**config.mk**
```make
export PLATFORM = sky130hd
export DESIGN_NAME = heater_power_setpoint_flat
export DESIGN_NICKNAME = d
export VERILOG_FILES = /design/src/rtl/core/hps_pkg.sv /design/src/rtl/core/hps_if.sv /design/src/rtl/core/heater_power_setpoint.sv /design/src/rtl/core/hps_front.sv /design/src/rtl/core/hps_cell.sv /design/src/flat_wrapper.sv
export SDC_FILE = /design/constraint.sdc
export NUM_CORES = 2
export LEC_CHECK = 0
export BUFFER_PORTS_ARGS = -buffer_cell sky130_fd_sc_hd__buf_4
export CAP_MARGIN = 20
export CORE_MARGIN = 10
export CORE_UTILIZATION = 30
export DETAILED_ROUTE_END_ITERATION = 16
export PLACE_DENSITY = 0.55
export SYNTH_ARGS = -nofsm -noshare
export SYNTH_HDL_FRONTEND = slang
export SYNTH_HIERARCHICAL = 1
export SYNTH_SLANG_ARGS = --single-unit
```
**constraint.sdc**
```tcl
create_clock -name clk -period 13.9 [get_ports clk]
set_input_delay 0.695 -clock clk [delete_from_list [all_inputs] [get_ports clk]]
set_output_delay 0.695 -clock clk [all_outputs]
set_load 0.02 [all_outputs]
```
**src/rtl/core/hps_pkg.sv**
```systemverilog
// shared types and constants of the heater power setpoint block
`timescale 1ns / 1ps
`default_nettype none

package hps_pkg;

	localparam int PWR_W      = 16;
	localparam int DUTY_W     = 10;
	localparam int NUM_W      = PWR_W + DUTY_W;
	localparam int MODE_W     = 3;
	localparam int GRID_W     = 19;
	localparam int TEMP_W     = 12;
	localparam int LIMIT_W    = 11;
	localparam int TIMEOUT_W  = 20;
	localparam int AGE_W      = 32;
	localparam int CFG_IDX_W  = 3;
	localparam int CFG_DATA_W = 20;
	localparam int RECIP_W    = 47;

	// one divider cell per quotient bit
	localparam int NUM_CELLS = DUTY_W;

	// mode codes
	localparam logic [MODE_W-1:0] MODE_OFF    = 3'd0;
	localparam logic [MODE_W-1:0] MODE_PV     = 3'd1;
	localparam logic [MODE_W-1:0] MODE_MANUAL = 3'd2;
	localparam logic [MODE_W-1:0] MODE_BURST  = 3'd3;
	localparam logic [MODE_W-1:0] MODE_TEST   = 3'd4;

	// register indexes
	localparam logic [CFG_IDX_W-1:0] REG_MODE         = 3'd0;
	localparam logic [CFG_IDX_W-1:0] REG_MAX_POWER    = 3'd1;
	localparam logic [CFG_IDX_W-1:0] REG_MIN_POWER    = 3'd2;
	localparam logic [CFG_IDX_W-1:0] REG_MANUAL_POWER = 3'd3;
	localparam logic [CFG_IDX_W-1:0] REG_TARGET_GRID  = 3'd4;
	localparam logic [CFG_IDX_W-1:0] REG_BURST        = 3'd5;
	localparam logic [CFG_IDX_W-1:0] REG_TEMP_LIMIT   = 3'd6;
	localparam logic [CFG_IDX_W-1:0] REG_LINK_TIMEOUT = 3'd7;

	// register reset values
	localparam logic [PWR_W-1:0]     MAX_POWER_RST    = 16'd3500;
	localparam logic [LIMIT_W-1:0]   TEMP_LIMIT_RST   = 11'd850;
	localparam logic [TIMEOUT_W-1:0] LINK_TIMEOUT_RST = 20'd3000;

	// saturation bounds
	localparam logic [LIMIT_W-1:0]   TEMP_LIMIT_LO = 11'd300;
	localparam logic [LIMIT_W-1:0]   TEMP_LIMIT_HI = 11'd1200;
	localparam logic [TIMEOUT_W-1:0] TIMEOUT_MIN   = 20'd250;
	localparam logic [DUTY_W-1:0]    DUTY_FULL     = 10'd1000;
	localparam logic [DUTY_W-1:0]    TEST_DUTY     = 10'd100;

	// x / 1000 == (x >> 3) * RECIP_125 >> RECIP_SHIFT, exact for x < 2**26
	localparam int                RECIP_SHIFT = 30;
	localparam logic [23:0]       RECIP_125   = 24'd8589935;

	typedef struct packed {
		logic [MODE_W-1:0]    mode;
		logic [PWR_W-1:0]     max_power;
		logic [PWR_W-1:0]     min_power;
		logic [PWR_W-1:0]     manual_power;
		logic [GRID_W-1:0]    target_grid;
		logic [DUTY_W-1:0]    burst_permille;
		logic [LIMIT_W-1:0]   temp_limit;
		logic [TIMEOUT_W-1:0] link_timeout;
	} hps_cfg_t;

	typedef struct packed {
		logic              run_enable;
		logic              estop;
		logic [AGE_W-1:0]  link_age;
		logic              temps_ok;
		logic [TEMP_W-1:0] tank_top;
		logic [TEMP_W-1:0] tank_mid;
		logic [TEMP_W-1:0] tank_bottom;
		logic [TEMP_W-1:0] flow_temp;
		logic [TEMP_W-1:0] return_temp;
		logic [GRID_W-1:0] grid_power;
	} hps_tick_t;

	// item as it travels down the divider chain
	typedef struct packed {
		logic              zero;
		logic              use_div;
		logic [PWR_W-1:0]  maxp;
		logic [PWR_W-1:0]  power;
		logic [DUTY_W-1:0] duty;
		logic [PWR_W-1:0]  rem;
		logic [DUTY_W-1:0] low;
	} hps_item_t;

endpackage

`default_nettype wire

```
**src/rtl/core/hps_if.sv**
```systemverilog
// request channel interfaces for the control tick and the setpoint result
`timescale 1ns / 1ps
`default_nettype none

interface hps_in_if;
	logic               valid;
	logic               ready;
	logic               run_enable;
	logic               estop;
	logic [31:0]        link_age;
	logic               temps_ok;
	logic signed [11:0] tank_top;
	logic signed [11:0] tank_mid;
	logic signed [11:0] tank_bottom;
	logic signed [11:0] flow_temp;
	logic signed [11:0] return_temp;
	logic signed [18:0] grid_power;

	modport source (
		output valid, run_enable, estop, link_age, temps_ok, tank_top, tank_mid,
			tank_bottom, flow_temp, return_temp, grid_power,
		input  ready
	);
	modport sink (
		input  valid, run_enable, estop, link_age, temps_ok, tank_top, tank_mid,
			tank_bottom, flow_temp, return_temp, grid_power,
		output ready
	);
endinterface

interface hps_out_if;
	logic        valid;
	logic        ready;
	logic [15:0] power_setpoint;
	logic [9:0]  duty;
	logic        drive_on;

	modport source (
		output valid, power_setpoint, duty, drive_on,
		input  ready
	);
	modport sink (
		input  valid, power_setpoint, duty, drive_on,
		output ready
	);
endinterface

`default_nettype wire

```
**src/rtl/core/heater_power_setpoint.sv**
```systemverilog
// heater power setpoint: top level with configuration registers and output register
//
// tick (sink) carries one control tick: enable, emergency stop, link age, temperature
// validity, five temperatures in 0.1 degC and grid power. result (source) returns one
// setpoint per tick: power in W, duty in permille and the drive enable, all zero when
// an interlock trips, the mode is off or undefined or the computed power or duty is zero.
// registers are written through cfg_we / cfg_idx / cfg_wdata only while no tick is in
// flight; this binds the user, the block itself has no check for it.
// the accepting edge loads the first of three front stages, then ten divider cells (one
// duty bit per cell) and one output register follow.
// throughput: one tick per cycle while result is not stalled; each tick walks through
// the ten-cell divider chain.
// every stage has its own valid and hands on when the next stage is free, so while
// result is stalled the stages behind it keep filling; tick.ready drops only when all
// fourteen stages hold a request.
// reset clears the pipeline and loads the register defaults (mode off, 3500 W max,
// 85.0 degC limit, 3000 ms link timeout).
`timescale 1ns / 1ps
`default_nettype none

module heater_power_setpoint (
	input  logic                             clk,
	input  logic                             arst_n,
	hps_in_if.sink                           tick,
	hps_out_if.source                        result,
	input  logic                             cfg_we,
	input  logic [hps_pkg::CFG_IDX_W-1:0]    cfg_idx,
	input  logic [hps_pkg::CFG_DATA_W-1:0]   cfg_wdata
);
	import hps_pkg::*;

	hps_cfg_t  cfg_q;
	hps_tick_t tick_in;

	logic      cv [0:NUM_CELLS];
	logic      cr [0:NUM_CELLS];
	hps_item_t ci [0:NUM_CELLS];

	logic              out_valid_q;
	logic [PWR_W-1:0]  power_q;
	logic [DUTY_W-1:0] duty_q;
	logic              drive_q;
	hps_item_t         last;
	logic              last_zero;

	always_ff @(posedge clk or negedge arst_n) begin
		if (!arst_n) begin
			cfg_q.mode           <= MODE_OFF;
			cfg_q.max_power      <= MAX_POWER_RST;
			cfg_q.min_power      <= '0;
			cfg_q.manual_power   <= '0;
			cfg_q.target_grid    <= '0;
			cfg_q.burst_permille <= '0;
			cfg_q.temp_limit     <= TEMP_LIMIT_RST;
			cfg_q.link_timeout   <= LINK_TIMEOUT_RST;
		end else if (cfg_we) begin
			case (cfg_idx)
				REG_MODE:         cfg_q.mode           <= cfg_wdata[MODE_W-1:0];
				REG_MAX_POWER:    cfg_q.max_power      <= cfg_wdata[PWR_W-1:0];
				REG_MIN_POWER:    cfg_q.min_power      <= cfg_wdata[PWR_W-1:0];
				REG_MANUAL_POWER: cfg_q.manual_power   <= cfg_wdata[PWR_W-1:0];
				REG_TARGET_GRID:  cfg_q.target_grid    <= cfg_wdata[GRID_W-1:0];
				REG_BURST:        cfg_q.burst_permille <= cfg_wdata[DUTY_W-1:0];
				REG_TEMP_LIMIT:   cfg_q.temp_limit     <= cfg_wdata[LIMIT_W-1:0];
				REG_LINK_TIMEOUT: cfg_q.link_timeout   <= cfg_wdata[TIMEOUT_W-1:0];
				default: begin
				end
			endcase
		end
	end

	assign tick_in.run_enable  = tick.run_enable;
	assign tick_in.estop       = tick.estop;
	assign tick_in.link_age    = tick.link_age;
	assign tick_in.temps_ok    = tick.temps_ok;
	assign tick_in.tank_top    = tick.tank_top;
	assign tick_in.tank_mid    = tick.tank_mid;
	assign tick_in.tank_bottom = tick.tank_bottom;
	assign tick_in.flow_temp   = tick.flow_temp;
	assign tick_in.return_temp = tick.return_temp;
	assign tick_in.grid_power  = tick.grid_power;

	hps_front u_front (
		.clk       (clk),
		.arst_n    (arst_n),
		.cfg       (cfg_q),
		.in_valid  (tick.valid),
		.in_ready  (tick.ready),
		.in_tick   (tick_in),
		.out_valid (cv[0]),
		.out_ready (cr[0]),
		.out_item  (ci[0])
	);

	for (genvar g = 0; g < NUM_CELLS; g++) begin : g_cell
		hps_cell u_cell (
			.clk       (clk),
			.arst_n    (arst_n),
			.in_valid  (cv[g]),
			.in_ready  (cr[g]),
			.in_item   (ci[g]),
			.out_valid (cv[g+1]),
			.out_ready (cr[g+1]),
			.out_item  (ci[g+1])
		);
	end

	assign cr[NUM_CELLS] = !out_valid_q || result.ready;
	assign last          = ci[NUM_CELLS];
	// no positive power or duty means everything off
	assign last_zero     = last.zero || (last.power == '0) || (last.duty == '0);

	always_ff @(posedge clk or negedge arst_n) begin
		if (!arst_n) begin
			out_valid_q <= 1'b0;
		end else if (cr[NUM_CELLS]) begin
			out_valid_q <= cv[NUM_CELLS];
		end
	end

	always_ff @(posedge clk) begin
		if (cr[NUM_CELLS] && cv[NUM_CELLS]) begin
			power_q <= last_zero ? '0 : last.power;
			duty_q  <= last_zero ? '0 : last.duty;
			drive_q <= !last_zero;
		end
	end

	assign result.valid          = out_valid_q;
	assign result.power_setpoint = power_q;
	assign result.duty           = duty_q;
	assign result.drive_on       = drive_q;

`ifndef SYNTHESIS
	a_off_is_zero: assert property (@(posedge clk) disable iff (!arst_n)
		(result.valid && !result.drive_on) |-> (result.power_setpoint == '0 && result.duty == '0))
		else $error("drive off with nonzero setpoint");

	a_within_max: assert property (@(posedge clk) disable iff (!arst_n)
		(result.valid && result.drive_on)
			|-> (result.power_setpoint <= cfg_q.max_power && result.duty <= DUTY_FULL))
		else $error("setpoint beyond max power or full duty");

	a_mode_off: assert property (@(posedge clk) disable iff (!arst_n)
		(result.valid && cfg_q.mode == MODE_OFF) |-> !result.drive_on)
		else $error("drive on while mode is off");

	a_test_duty: assert property (@(posedge clk) disable iff (!arst_n)
		(result.valid && result.drive_on && cfg_q.mode == MODE_TEST)
			|-> (result.duty == TEST_DUTY))
		else $error("test mode duty wrong");
`endif

endmodule

`default_nettype wire

```
**src/rtl/core/hps_front.sv**
```systemverilog
// interlock checks, mode decode and constant-divisor path ahead of the divider chain
`timescale 1ns / 1ps
`default_nettype none

module hps_front (
	input  logic             clk,
	input  logic             arst_n,
	input  hps_pkg::hps_cfg_t  cfg,
	input  logic             in_valid,
	output logic             in_ready,
	input  hps_pkg::hps_tick_t in_tick,
	output logic             out_valid,
	input  logic             out_ready,
	output hps_pkg::hps_item_t out_item
);
	import hps_pkg::*;

	typedef struct packed {
		logic              zero;
		logic              use_div;
		logic              do_clamp;
		logic [PWR_W-1:0]  power;
		logic [DUTY_W-1:0] duty;
		logic [PWR_W-1:0]  maxp;
		logic [PWR_W-1:0]  minp;
		logic [NUM_W-1:0]  prod;
	} front1_t;

	typedef struct packed {
		logic               zero;
		logic               use_div;
		logic               do_clamp;
		logic [PWR_W-1:0]   power;
		logic [DUTY_W-1:0]  duty;
		logic [PWR_W-1:0]   maxp;
		logic [PWR_W-1:0]   minp;
		logic [NUM_W-1:0]   num;
		logic [RECIP_W-1:0] recip;
	} front2_t;

	logic      valid_s1, valid_s2, valid_s3;
	logic      adv1, adv2, adv3;
	front1_t   st_s1, st1_n;
	front2_t   st_s2, st2_n;
	hps_item_t item_s3, item3_n;

	logic [PWR_W-1:0]     maxp, minp, man_pwr, pv_pwr;
	logic [LIMIT_W-1:0]   limit;
	logic [TIMEOUT_W-1:0] timeout;
	logic signed [TEMP_W:0] limit_s;
	logic signed [GRID_W:0] diff;
	logic [DUTY_W-1:0]    burst_d, d_sel;
	logic                 hot, ok, mode_ok;
	logic [PWR_W-1:0]     q1000, bpwr;

	assign adv3     = !valid_s3 || out_ready;
	assign adv2     = !valid_s2 || adv3;
	assign adv1     = !valid_s1 || adv2;
	assign in_ready = adv1;

	// stage 1: interlocks, saturated registers, clamps, burst/test product
	always_comb begin
		maxp    = cfg.max_power;
		minp    = (cfg.min_power > cfg.max_power) ? cfg.max_power : cfg.min_power;
		limit   = cfg.temp_limit;
		if (cfg.temp_limit < TEMP_LIMIT_LO) begin
			limit = TEMP_LIMIT_LO;
		end else if (cfg.temp_limit > TEMP_LIMIT_HI) begin
			limit = TEMP_LIMIT_HI;
		end
		timeout = (cfg.link_timeout < TIMEOUT_MIN) ? TIMEOUT_MIN : cfg.link_timeout;
		limit_s = $signed({2'b00, limit});
		hot = ($signed({in_tick.tank_top[TEMP_W-1], in_tick.tank_top}) >= limit_s)
			|| ($signed({in_tick.tank_mid[TEMP_W-1], in_tick.tank_mid}) >= limit_s)
			|| ($signed({in_tick.tank_bottom[TEMP_W-1], in_tick.tank_bottom}) >= limit_s)
			|| ($signed({in_tick.flow_temp[TEMP_W-1], in_tick.flow_temp}) >= limit_s)
			|| ($signed({in_tick.return_temp[TEMP_W-1], in_tick.return_temp}) >= limit_s);
		ok = in_tick.run_enable && !in_tick.estop && in_tick.temps_ok && !hot
			&& (in_tick.link_age <= AGE_W'(timeout)) && (maxp != '0);

		diff = $signed({cfg.target_grid[GRID_W-1], cfg.target_grid})
			- $signed({in_tick.grid_power[GRID_W-1], in_tick.grid_power});
		if (diff < $signed({4'b0000, minp})) begin
			pv_pwr = minp;
		end else if (diff > $signed({4'b0000, maxp})) begin
			pv_pwr = maxp;
		end else begin
			pv_pwr = diff[PWR_W-1:0];
		end
		if (cfg.manual_power < minp) begin
			man_pwr = minp;
		end else if (cfg.manual_power > maxp) begin
			man_pwr = maxp;
		end else begin
			man_pwr = cfg.manual_power;
		end
		burst_d = (cfg.burst_permille > DUTY_FULL) ? DUTY_FULL : cfg.burst_permille;

		mode_ok        = 1'b1;
		d_sel          = '0;
		st1_n.use_div  = 1'b0;
		st1_n.do_clamp = 1'b0;
		st1_n.power    = '0;
		st1_n.duty     = '0;
		case (cfg.mode)
			MODE_PV: begin
				st1_n.use_div = 1'b1;
				st1_n.power   = pv_pwr;
			end
			MODE_MANUAL: begin
				st1_n.use_div = 1'b1;
				st1_n.power   = man_pwr;
			end
			MODE_BURST: begin
				d_sel          = burst_d;
				st1_n.duty     = burst_d;
				st1_n.do_clamp = 1'b1;
			end
			MODE_TEST: begin
				// max_power * 100 / 1000 is max_power / 10
				d_sel      = TEST_DUTY;
				st1_n.duty = TEST_DUTY;
			end
			default: begin
				mode_ok = 1'b0;
			end
		endcase
		st1_n.zero = !ok || !mode_ok;
		st1_n.maxp = maxp;
		st1_n.minp = minp;
		st1_n.prod = NUM_W'(maxp) * NUM_W'(d_sel);
	end

	// stage 2: dividend for the chain, reciprocal product for the constant path
	always_comb begin
		st2_n.zero     = st_s1.zero;
		st2_n.use_div  = st_s1.use_div;
		st2_n.do_clamp = st_s1.do_clamp;
		st2_n.power    = st_s1.power;
		st2_n.duty     = st_s1.duty;
		st2_n.maxp     = st_s1.maxp;
		st2_n.minp     = st_s1.minp;
		st2_n.num      = NUM_W'(st_s1.power) * NUM_W'(DUTY_FULL);
		st2_n.recip    = RECIP_W'(st_s1.prod[NUM_W-1:3]) * RECIP_W'(RECIP_125);
	end

	// stage 3: finish the divide by 1000 and clamp burst power
	always_comb begin
		q1000 = st_s2.recip[RECIP_SHIFT +: PWR_W];
		bpwr  = q1000;
		if (st_s2.do_clamp) begin
			if (q1000 < st_s2.minp) begin
				bpwr = st_s2.minp;
			end else if (q1000 > st_s2.maxp) begin
				bpwr = st_s2.maxp;
			end
		end
		item3_n.zero    = st_s2.zero;
		item3_n.use_div = st_s2.use_div;
		item3_n.maxp    = st_s2.maxp;
		item3_n.power   = st_s2.use_div ? st_s2.power : bpwr;
		item3_n.duty    = st_s2.use_div ? '0 : st_s2.duty;
		item3_n.rem     = st_s2.num[NUM_W-1:DUTY_W];
		item3_n.low     = st_s2.num[DUTY_W-1:0];
	end

	always_ff @(posedge clk or negedge arst_n) begin
		if (!arst_n) begin
			valid_s1 <= 1'b0;
			valid_s2 <= 1'b0;
			valid_s3 <= 1'b0;
		end else begin
			if (adv1) begin
				valid_s1 <= in_valid;
			end
			if (adv2) begin
				valid_s2 <= valid_s1;
			end
			if (adv3) begin
				valid_s3 <= valid_s2;
			end
		end
	end

	always_ff @(posedge clk) begin
		if (adv1 && in_valid) begin
			st_s1 <= st1_n;
		end
		if (adv2 && valid_s1) begin
			st_s2 <= st2_n;
		end
		if (adv3 && valid_s2) begin
			item_s3 <= item3_n;
		end
	end

	assign out_valid = valid_s3;
	assign out_item  = item_s3;

endmodule

`default_nettype wire

```
**src/rtl/core/hps_cell.sv**
```systemverilog
// one restoring divider cell: for a use_div item brings down a dividend bit and yields one duty bit
`timescale 1ns / 1ps
`default_nettype none

module hps_cell (
	input  logic             clk,
	input  logic             arst_n,
	input  logic             in_valid,
	output logic             in_ready,
	input  hps_pkg::hps_item_t in_item,
	output logic             out_valid,
	input  logic             out_ready,
	output hps_pkg::hps_item_t out_item
);
	import hps_pkg::*;

	logic              valid_q;
	hps_item_t         item_q, item_n;
	logic [PWR_W:0]    rem_sh;
	logic              take;

	assign in_ready = !valid_q || out_ready;

	always_comb begin
		item_n = in_item;
		rem_sh = {in_item.rem, in_item.low[DUTY_W-1]};
		take   = rem_sh >= {1'b0, in_item.maxp};
		if (in_item.use_div) begin
			item_n.rem  = take ? PWR_W'(rem_sh - {1'b0, in_item.maxp}) : rem_sh[PWR_W-1:0];
			item_n.low  = {in_item.low[DUTY_W-2:0], 1'b0};
			item_n.duty = {in_item.duty[DUTY_W-2:0], take};
		end
	end

	always_ff @(posedge clk or negedge arst_n) begin
		if (!arst_n) begin
			valid_q <= 1'b0;
		end else if (in_ready) begin
			valid_q <= in_valid;
		end
	end

	always_ff @(posedge clk) begin
		if (in_ready && in_valid) begin
			item_q <= item_n;
		end
	end

	assign out_valid = valid_q;
	assign out_item  = item_q;

endmodule

`default_nettype wire
```
**src/flat_wrapper.sv**
```systemverilog
// flat-port wrapper written by rule: the top's interface ports become plain ports
module heater_power_setpoint_flat import hps_pkg::*;
  (clk, arst_n, cfg_we, cfg_idx, cfg_wdata, tick_valid, tick_run_enable, tick_estop, tick_link_age, tick_temps_ok, tick_tank_top, tick_tank_mid, tick_tank_bottom, tick_flow_temp, tick_return_temp, tick_grid_power, tick_ready, result_valid, result_power_setpoint, result_duty, result_drive_on, result_ready);
  hps_in_if tick_i ();
  hps_out_if result_i ();
  input  logic clk;
  input  logic arst_n;
  input  logic cfg_we;
  input  logic [hps_pkg::CFG_IDX_W-1:0] cfg_idx;
  input  logic [hps_pkg::CFG_DATA_W-1:0] cfg_wdata;
  input wire logic [$bits(tick_i.valid)-1:0] tick_valid;
  input wire logic [$bits(tick_i.run_enable)-1:0] tick_run_enable;
  input wire logic [$bits(tick_i.estop)-1:0] tick_estop;
  input wire logic [$bits(tick_i.link_age)-1:0] tick_link_age;
  input wire logic [$bits(tick_i.temps_ok)-1:0] tick_temps_ok;
  input wire logic [$bits(tick_i.tank_top)-1:0] tick_tank_top;
  input wire logic [$bits(tick_i.tank_mid)-1:0] tick_tank_mid;
  input wire logic [$bits(tick_i.tank_bottom)-1:0] tick_tank_bottom;
  input wire logic [$bits(tick_i.flow_temp)-1:0] tick_flow_temp;
  input wire logic [$bits(tick_i.return_temp)-1:0] tick_return_temp;
  input wire logic [$bits(tick_i.grid_power)-1:0] tick_grid_power;
  output wire logic [$bits(tick_i.ready)-1:0] tick_ready;
  output wire logic [$bits(result_i.valid)-1:0] result_valid;
  output wire logic [$bits(result_i.power_setpoint)-1:0] result_power_setpoint;
  output wire logic [$bits(result_i.duty)-1:0] result_duty;
  output wire logic [$bits(result_i.drive_on)-1:0] result_drive_on;
  input wire logic [$bits(result_i.ready)-1:0] result_ready;
  assign tick_i.valid = tick_valid;
  assign tick_i.run_enable = tick_run_enable;
  assign tick_i.estop = tick_estop;
  assign tick_i.link_age = tick_link_age;
  assign tick_i.temps_ok = tick_temps_ok;
  assign tick_i.tank_top = tick_tank_top;
  assign tick_i.tank_mid = tick_tank_mid;
  assign tick_i.tank_bottom = tick_tank_bottom;
  assign tick_i.flow_temp = tick_flow_temp;
  assign tick_i.return_temp = tick_return_temp;
  assign tick_i.grid_power = tick_grid_power;
  assign tick_ready = tick_i.ready;
  assign result_valid = result_i.valid;
  assign result_power_setpoint = result_i.power_setpoint;
  assign result_duty = result_i.duty;
  assign result_drive_on = result_i.drive_on;
  assign result_i.ready = result_ready;
  heater_power_setpoint u_core (.clk(clk), .arst_n(arst_n), .tick(tick_i), .result(result_i), .cfg_we(cfg_we), .cfg_idx(cfg_idx), .cfg_wdata(cfg_wdata));
endmodule
```
==> results.cfg <==
[die]
core-area_sq_um = 226000
initial_utilization_pct = 30.2
io_pins = 171
rows = 174
die_w_um = 497
die_h_um = 497
die-area_sq_um = 247000

[placement]
place_inst = 8876
port-buffer-count = 170
globalplace.congestion = 0.892
dp_worst_setup_slack_ps = 6070
place_hpwl_mm = 131

[global_route]
grt_overflow = 0
antenna_found_initial = 2
grt_pass1_vias = 45626
grtUsageTotal_pct = 13.5
grt_max_degree = 77
grt_pass1_wl_mm = 266

[detailed_routing]
drtIter0Drc = 2564
wl_per_cell_um = 18.6
vias = 44055
postRouteWirelength_mm = 169
drc = 0
drt-vias-per-instance = 4.85
ant_nets = 0
first_pass_iters = 6

[synthesis]
syn_area_per_cell_sq_um = 11.7
synth_cells = 5829
netlist_area_sq_um = 68200
yosysWarnings = 6

[sta]
finClkSkew_ps = 36.5
fin_ws_ps = 6080
period_minus_slack_ps = 7820
slew-limit-headroom_pct = 32.5
fmax_ghz = 0.128
final_hold_viol_count = 0
setup_violations = 0
fin_crit_sh_pct = 56.3
grt_setup_unrepaired = false
timing.final.max_slew_violations = 0
setup_tns_ps = 0
worst_pin_slew_ps = 1010

[setup_path]
arrival_ps = 8280
crit_path_end_kind = register
worstPathCellList = fa_1 -> fa_1 -> inv_1 -> fa_1 -> inv_1 -> fa_1 -> fa_1 -> fa_1 -> inv_1 -> fa_1 -> inv_1 -> ha_1 -> and3_1 -> a221o_1 -> a221oi_1 -> o2bb2ai_1 -> a211oi_2 -> a31oi_1 -> nand4_1 -> a31oi_1 -> a21oi_1 -> o21bai_1 -> a21oi_1 -> xnor2_1
cp.required_ps = 14360
path_common_cell = fa_1
cp-startpoint = u_core/u_front/st_s1[23]
slowest_delay_ps = 590
worstPathMaxFanout = 8
cp-start-kind = register
path_class = reg -> reg
slowest_stage = fa_1
reg2reg_from = u_core/u_front/st_s1[23]

[cts]
cts-htree-levels = 3
numCtsBuffers = 107
cts_buffer_depth = 3
cts_tree = yes
clock-root-buffer = clkbuf_16
cts_resized = 0
clock_sinks = 1013
cts_setup_buffers = 0
clock_latency_ps = 750
clk_pin_slew_ps = 60

[outcome]
outcome = complete, no violations

[flow_run]
max-cap-violations = 0

[min_path]
hold_class = in -> reg
hp-start = tick_valid

[layout]
layout-drive-gt1-share_pct = 13.5
fin_nets = 7181
stdcell_count = 9081
antenna_cells = 0
area_delta_synth_final_pct = 12.0
-- through the flow --
step / area [sq um] / util, % / hold WS, ps
floorplan: 68200 / - / 399
global placement: 72600 / 32.2 / 400
detailed placement: 72600 / 32.2 / 405
CTS: 76300 / 33.8 / 97.9
global route: 76300 / 33.8 / 117
finish: 76300 / 33.8 / 162
-- area by class of cell --
class | instances | area [sq um]
clock buffer | 142 | 2870
fill | 22520 | 149000
inverter | 750 | 2820
sequential | 1013 | 29800
tap | 2992 | 3740
timing repair buffer | 219 | 1700
multi-input combinational | 3908 | 34700
clock inverter | 57 | 741
-- registers in the layout (all words and copies together) (netlist names) --
signal and count:
u_core/result.power_setpoint 16, u_core/u_front/st_s2 43, u_core/u_front/valid_s2 1, u_core/u_front/out_valid 1, u_core/u_front/item3_n 39, u_core/g_cell.u_cell/out_item 612, u_core/u_front/valid_s1 1, u_core/u_front/st2_n 61
u_core/result.duty 10, u_core/cfg_q 111, u_core/u_front/out_item 67, u_core/result.valid 1, u_core/g_cell.u_cell/out_valid 10, u_core/result.drive_on 1, u_core/u_front/st_s1 23, u_core/u_front/q1000 16
-- path summary, 6_finish.rpt --
check                      cells after the start  slack (ps)                          end
max                                           24        6080     u_core/u_front/q1000[15]
max reg2reg                                   24        6080     u_core/u_front/q1000[15]
min reg2reg                                    0         410  u_core/u_front/out_item[13]
min                                            2         160      u_core/u_front/valid_s1
min in group asynchronous                      2         560             u_core/cfg_q[51]
max in group asynchronous                      3       12010             u_core/cfg_q[32]
-- metal layers --
metal  wire length, um  GRT usage [%]
met5                 0              0
met4              3930           3.04
met3              6790           2.18
met2             81600           23.3
met1             76300           17.8
-- placed cells by master, fill, tap and decap left out, types with 19 or more instances in the layout --
cell and count:
nor2_1 312, a21oi_2 19, xnor2_1 107, edfxtp_1 888, and3_1 48, dfrtp_1 106
a21o_1 109, o21a_1 52, nor2b_1 76, fa_1 329, mux2i_1 47, and2_1 75
clkbuf_1 30, ha_1 711, nand3_1 87, nor4_1 21, a31oi_1 106, or3_1 19
mux2_2 237, o21ai_0 158, clkbuf_16 109, xor2_1 51, a311o_1 20, nand2b_1 72
inv_1 750, o211ai_1 26, buf_4 212, nor3_1 75, and2_2 23, a211oi_1 40
a22oi_1 19, a211o_1 23, nand2_1 293, o21ai_1 71, a41oi_1 20, nand4_1 72
a21oi_1 235, dfstp_2 19
-- critical path, delay by kind of cell (launching register included) --
kind	cells	cell delay, ps
compound gates	9	2210
xor+xnor	1	80
fa+ha+maj	8	4050
buf+inv	4	230
flops	1	570
simple gates	2	420
-- what timing repair did --
action	in CTS	in global routing
endpoints found under the hold margin	16	0
setup endpoints to repair	0	0
hold buffers	1	0
Power is left out: the tool's default activity adds up to more than one toggle a clock period on the data nets, which glitch-free logic cannot reach.
